File: src/rtl/core/assert_macros.svh
// assertion macros used by the matcher core
`ifndef ASSERT_MACROS_SVH
`define ASSERT_MACROS_SVH

// property checked on every rising clock edge, off while reset is high
`define ASSERT_CLK(label, prop, msg) \
   label: assert property (@(posedge clock) disable iff (reset) prop) else $error(msg);

// condition that must never be seen at a clock edge
`define ASSERT_NEVER(label, expr, msg) \
   `ASSERT_CLK(label, !(expr), msg)

`endif

File: src/rtl/core/mpbm_pkg.sv
// types and constants of the multi-pattern byte matcher
package mpbm_pkg;

   // transaction operations
   typedef enum logic [1:0] {
      OP_PATTERN = 2'd0,
      OP_BUILD   = 2'd1,
      OP_TEXT    = 2'd2
   } op_type;

   // result kinds
   typedef enum logic [1:0] {
      KIND_MATCH = 2'd0,
      KIND_BUILT = 2'd1,
      KIND_DROP  = 2'd2
   } kind_type;

   localparam int ALPHA_BITS  = 8;
   localparam int ALPHA_SIZE  = 256;
   localparam int LEN_BITS    = 11;
   localparam int START_BITS  = 32;
   localparam int ID_BITS     = 4;
   localparam int MAX_RESULTS = 16;
   localparam int N_BITS      = 5;

   localparam logic [LEN_BITS-1:0] LEN_MAX   = 11'd2047;
   localparam logic [N_BITS-1:0]   N_LAST    = 5'd15;
   localparam logic [N_BITS-1:0]   N_LIMIT   = 5'd16;

   // text position control
   typedef struct packed {
      logic clear;
      logic advance;
   } pos_ctl_type;

endpackage

File: src/rtl/core/mpbm_pos_calc.sv
// text position counter and match start computation
module mpbm_pos_calc #(
   parameter int POSITION_BITS = 32
) (
   input  logic                                     clock,
   input  logic                                     reset,
   input  mpbm_pkg::pos_ctl_type                    ctl,
   input  logic [mpbm_pkg::LEN_BITS-1:0]            length,
   output logic [mpbm_pkg::START_BITS-1:0]          start
);

   logic [POSITION_BITS-1:0] pos_ff;
   logic [POSITION_BITS-1:0] pos_in;
   logic [POSITION_BITS-1:0] len_ext;
   logic [POSITION_BITS-1:0] diff;

   // saturating position counter
   always_comb begin
      pos_in = pos_ff;
      if (ctl.clear) begin
         pos_in = '0;
      end else if (ctl.advance && (pos_ff != '1)) begin
         pos_in = pos_ff + POSITION_BITS'(1);
      end
   end

   always_ff @(posedge clock) begin
      if (reset) begin
         pos_ff <= '0;
      end else begin
         pos_ff <= pos_in;
      end
   end

   // start of a match ending here, clamped at zero
   assign len_ext = POSITION_BITS'(length);
   assign diff    = pos_ff - len_ext + POSITION_BITS'(1);
   assign start   = (len_ext > pos_ff) ? '0 : mpbm_pkg::START_BITS'(diff);

endmodule

File: config.mk
export PLATFORM = sky130hd
export DESIGN_NAME = mpbm_pos_calc
export DESIGN_NICKNAME = d
export VERILOG_FILES = /design/src/rtl/core/assert_macros.svh /design/src/rtl/core/mpbm_pkg.sv /design/src/rtl/core/mpbm_pos_calc.sv
export SDC_FILE = /design/constraint.sdc
export NUM_CORES = 1
export LEC_CHECK = 0
export ABC_AREA = 1
export BUFFER_PORTS_ARGS = -buffer_cell sky130_fd_sc_hd__buf_4
export CORE_ASPECT_RATIO = 0.8
export CORE_MARGIN = 1
export CORE_UTILIZATION = 55
export CTS_BUF_LIST = sky130_fd_sc_hd__clkbuf_8
export CTS_CLUSTER_SIZE = 28
export DETAILED_ROUTE_END_ITERATION = 6
export PLACE_DENSITY = 0.72
export SYNTH_ARGS = -nofsm -noshare
export SYNTH_HDL_FRONTEND = slang
export SYNTH_SLANG_ARGS = --single-unit
File: constraint.sdc
create_clock -name clock -period 6.05 [get_ports clock]
set_input_delay 0.605 -clock clock [delete_from_list [all_inputs] [get_ports clock]]
set_output_delay 0.605 -clock clock [all_outputs]
set_load 0.05 [all_outputs]
Word-level counts from Yosys, hierarchy flattened
Cells that the tools add are included.
{"block": "word_totals", "ff_bits": 32, "input_bits": 15, "out_inout_bits": 32, "elab_cells": 9}
{"block": "classes", "n_addsub": 3, "n_lt_le_gt_ge": 1, "eq_ne": 1, "n_mux": 1, "n_reduce_logical": 2}
{"operator": "adder 32 x 1 -> 32 bit (second input constant)", "n": 2}
{"operator": "greater-than comparator 11 x 32 -> 1 bit", "n": 1}
{"operator": "two-way mux 32 bit", "n": 1}
{"operator": "!= test 32 bit (second input constant)", "n": 1}
{"operator": "subtractor 32 x 11 -> 32 bit", "n": 1}
{"operator": "OR reduction 2 bit", "n": 1}
{"operator": "logical AND 1 bit", "n": 1}

Longest topological paths before layout
{"block": "logic_depth", "word_depth": 3, "mapped_depth": 18, "ltp_nobuf": 18}

Worst setup path before layout
Ideal clock, no wire load.
{"block": "synth_timing", "path_type": "input to output", "startpoint": "input port length[1] in the netlist's numbering", "endpoint": "output port start[19] in the netlist's numbering", "arrival_ns": 2.941, "required_time_ns": 5.445, "slack_ns": 2.504, "path_stages": 17, "n_path_buf": 0, "cell_sequence": "ha_1 > inv_1 > ha_1 > fa_1 > nand2_1 > inv_1 > nand2_1 > nand2_1 > nand2_1 > nand2_1 > nand2_1 > nand2_1 > nand2_1 > nand2_1 > nand2_1 > nand2_1 > nor2_1"}
{"block": "synth_between", "elab_chain_len": 3, "word_cells_on_any_way": 4, "cone_classes": "add/sub (2); order compare (1); mux (1)"}
{"item": "start: declaration", "line": "mpbm_pos_calc.sv:8", "text": "input logic [mpbm_pkg::LEN_BITS-1:0] length,"}
{"item": "subtractor 32 x 11 -> 32 bit", "line": "mpbm_pos_calc.sv:37", "text": "assign diff = pos_ff - len_ext + POSITION_BITS'(1);"}
{"item": "adder 32 x 1 -> 32 bit", "line": "mpbm_pos_calc.sv:37"}
{"item": "two-way mux 32 bit (*)", "line": "mpbm_pos_calc.sv:38", "text": "assign start = (len_ext > pos_ff) ? '0 : mpbm_pkg::START_BITS'(diff);"}
{"item": "end: declaration", "line": "mpbm_pos_calc.sv:9", "text": "output logic [mpbm_pkg::START_BITS-1:0] start"}
Every way passes the cells marked *; elsewhere a longest branch is shown, timed or not.

Final worst setup path
{"block": "layout_timing", "startpoint": "register pos_ff[1]", "endpoint": "output port start[19] in the netlist's numbering"}
{"block": "layout_between", "elab_chain_len": 3, "word_cells_on_any_way": 4, "cone_classes": "add/sub (2); order compare (1); mux (1)"}
{"item": "start: declaration", "line": "mpbm_pos_calc.sv:12", "text": "logic [POSITION_BITS-1:0] pos_ff;"}
{"item": "start signal: assignment", "line": "mpbm_pos_calc.sv:31", "text": "pos_ff <= pos_in;"}
{"item": "subtractor 32 x 11 -> 32 bit", "line": "mpbm_pos_calc.sv:37"}
{"item": "adder 32 x 1 -> 32 bit", "line": "mpbm_pos_calc.sv:37"}
{"item": "two-way mux 32 bit (*)", "line": "mpbm_pos_calc.sv:38"}
Marks and branches as above.

==> flow_summary.json <==
{
  "status": "finished with violations",
  "violations": "DRC",
  "seqPwrFrac_pct": 39.6,
  "holdCritPathClass": "flop to flop",
  "relSlewSlack_pct": 21.5,
  "finalPower_uw": 534,
  "fillers": 908,
  "drt-total-wl_mm": 15.2,
  "post_drt_wl_per_cell_um": 14.6,
  "ys_seq_elements": 32,
  "syn_nets": 982,
  "fin_skew_ns": 0.00613,
  "dp_slack_ns": 2.44,
  "cts.sinks": 32,
  "setup.worst_path.class": "flop to primary output",
  "critPathMaxFanout": 5,
  "syn_inst": 882,
  "drtIter0Drc": 466,
  "drv_cap": 0,
  "grt_max_degree": 36,
  "rsz0062_at_grt": "false",
  "final.setup.tns_ns": 0,
  "fp.dieW_um": 110,
  "fin_crit_ns": 3.72,
  "synth_warnings": 0,
  "grt_antenna_before_repair": 0,
  "stdcell_area_um2": 5630,
  "cts-root-buf": "clkbuf_8",
  "ctsHoldBuffers": 0,
  "cts_resized": 0,
  "finish.utilization_pct": 62.3,
  "num_vias": 5474,
  "setup_viol": 0,
  "cts-htree-levels": 2,
  "syn_avg_cell_area_um2": 5.81,
  "worst_pin_slew_ns": 1.17,
  "startpoint_type": "flop",
  "firstDrtPassIters": 7,
  "cts_max_path_buffers": 2,
  "core_area_um2": 9040,
  "power_density_nw_per_um2": 94.8,
  "drtAntennaViolNets": 0,
  "dpl.hpwl_mm": 12.9,
  "layoutNonFillerInstCount": 1041,
  "num_rows": 31,
  "cts_setup_buffers": 0,
  "hold_ws_ns": 0.518,
  "p_int_uw": 335,
  "drive_gt1_share_pct": 7.99,
  "yosysSeqAreaShare_pct": 12.5,
  "min_period_over_period_pct": 61.4,
  "gr-usage-all-layers_pct": 32.0,
  "yosysUniqueCellTypes": 38,
  "reg.largest.list": "pos_ff x32",
  "die_y_um": 88.3,
  "dieArea_um2": 9710,
  "via_per_inst": 5.26,
  "grt_pass1_vias": 4845,
  "cts_buffers": 5,
  "io_buffer_count": 46,
  "crit_path_end_kind": "primary output",
  "power.leakage_nw": 3.02,
  "p_sw_share_pct": 37.3,
  "post_dp_cell_area_um2": 5560,
  "cts_tree": "done",
  "syn-cell-area_um2": 5120,
  "areaGrowthSynthToFinish_pct": 9.94,
  "drc": 2,
  "clk_pin_slew_worst_paths_ns": 0.07,
  "place_inst": 1034,
  "clkLatencyLatePin_ns": 0.30,
  "drv_slew": 0,
  "final.setup.worst_slack_ns": 2.33,
  "grt_pass1_wl_mm": 23.7,
  "critPathArrivalTime_ns": 3.11,
  "largest_reg_flops": 32,
  "required_ns": 5.44,
  "ir_drop_uv": 123,
  "final_net_count": 1026,
  "p_clk_share_pct": 30.2,
  "ios": 47,
  "finalHoldViolations": 0,
  "p_comb_share_pct": 30.1,
  "globalplace.congestion": 0.951,
  "regMostFlops": "pos_ff",
  "initial_utilization_pct": 56.7,
  "p_switching_uw": 199,
  "overflow": 0,
  "antennaDiodeCount": 0,
  "max_freq_ghz": 0.269
}
synthesized netlist by cell type:
cell type,count,area (µm²)
and2_1,1,6.26
nor2_4,1,11.3
clkbuf_1,1,3.75
o2111ai_1,1,8.76
o21a_1,1,7.51
nand2_1,243,912
o21ai_0,26,130
buf_4,3,22.5
nand2_4,2,22.5
a21o_1,2,15.0
nor2_2,5,31.3
buf_6,1,11.3
inv_2,4,15.0
clkinv_1,1,3.75
o21ai_2,1,8.76
fa_1,1,20.0
buf_2,4,20.0
nand3_1,48,240
o21bai_1,5,37.5
nor4b_2,1,15.0
nand2_2,3,18.8
xor2_1,16,140
nor3_2,1,10.0
nor2_1,117,439
xnor2_1,10,87.6
a21oi_2,2,17.5
ha_1,84,1050
nand3_2,1,10.0
nand4_1,17,106
nor4_1,2,12.5
inv_1,154,578
a21oi_1,66,330
nor3_1,20,100
a211oi_2,1,12.5
nor3b_1,1,7.51
dfxtp_1,32,641
o21ai_1,1,5.00
nand3b_1,2,15.0
path summary, 6_finish.rpt:
path | from | to | slack [ns] | depth (start not counted)
max | pos_ff[1] | start[19] | 2.33 | 19
min | pos_ff[31] | pos_ff[31] | 0.52 | 2
max reg2reg | pos_ff[0] | pos_ff[16] | 3.77 | 11
min reg2reg | pos_ff[31] | pos_ff[31] | 0.52 | 2
layout by cell type, fill, tap and decap left out, types with 2 or more instances in the layout:
| cell | Yosys | routed |
|---|---|---|
| nand2_1 | 243 | 243 |
| ha_1 | 84 | 84 |
| dfxtp_1 | 32 | 32 |
| a21o_1 | 2 | 2 |
| nor2_2 | 5 | 5 |
| nand2_4 | 2 | 2 |
| inv_1 | 154 | 155 |
| buf_4 | 3 | 46 |
| nand4_1 | 17 | 17 |
| nand2_2 | 3 | 3 |
| inv_2 | 4 | 4 |
| a21oi_2 | 2 | 2 |
| nor3_1 | 20 | 20 |
| xnor2_1 | 10 | 10 |
| nand3_1 | 48 | 48 |
| o21bai_1 | 5 | 5 |
| nor2_1 | 117 | 117 |
| o21ai_0 | 26 | 26 |
| clkbuf_8 | 0 | 5 |
| xor2_1 | 16 | 16 |
| nand3b_1 | 2 | 2 |
| nor4_1 | 2 | 2 |
| a21oi_1 | 66 | 66 |
per-layer routing:
layer / global-route usage (%) / part of all wire (%) / wire (µm) / vias to the layer above
li1: - / - / - / 2849
met1: 45.4 / 49 / 7440 / 2438
met2: 51.9 / 43 / 6560 / 178
met3: 6.11 / 7.7 / 1170 / 9
met4: 3.15 / 0.47 / 71 / 0
met5: 0 / 0 / 0 / -
cell families after synthesis:
group / share of synthesized area (%)
and+or+nand+nor: 38.2
AOI/OAI and AO/OA: 11.2
xor gates and xnor gates: 4.44
DFF: 12.5
adders and majority gates: 20.9
buffers and inverters: 12.8
area by class of cell:
| type | instances | area, µm² | area share (%) |
|---|---|---|---|
| clock inverters | 2 | 8.76 | 0.155 |
| clock buffers | 5 | 68.8 | 1.22 |
| repair buffers | 46 | 345 | 6.13 |
| inverters | 159 | 597 | 10.6 |
| well taps | 115 | 144 | 2.55 |
| multi-input cells | 682 | 3830 | 68.0 |
| flip-flops and latches | 32 | 641 | 11.4 |
power by group through the flow:
stage	Sequential, mW	Clock (mW)	Combinational (mW)
6_report	0.212	0.161	0.161
2_1_floorplan	0.216	0	0.115
5_1_grt	0.212	0.171	0.174
3_3_place_gp	0.217	0	0.157
4_1_cts	0.212	0.162	0.161
3_5_place_dp	0.217	0	0.160
worst max-delay path: stages (launching register included):
cell	delay [ns]
dfxtp_1	0.36
inv_1	0.11
ha_1	0.30
inv_1	0.06
ha_1	0.23
fa_1	0.40
nand2_1	0.09
inv_1	0.04
nand2_1	0.05
nand2_1	0.14
nand2_1	0.11
nand2_1	0.12
nand2_1	0.09
nand2_1	0.14
nand2_1	0.10
nand2_1	0.06
nand2_1	0.06
nand2_1	0.04
nor2_1	0.10
buf_4	0.20
Note: power is estimated with default switching activity, not from simulation.
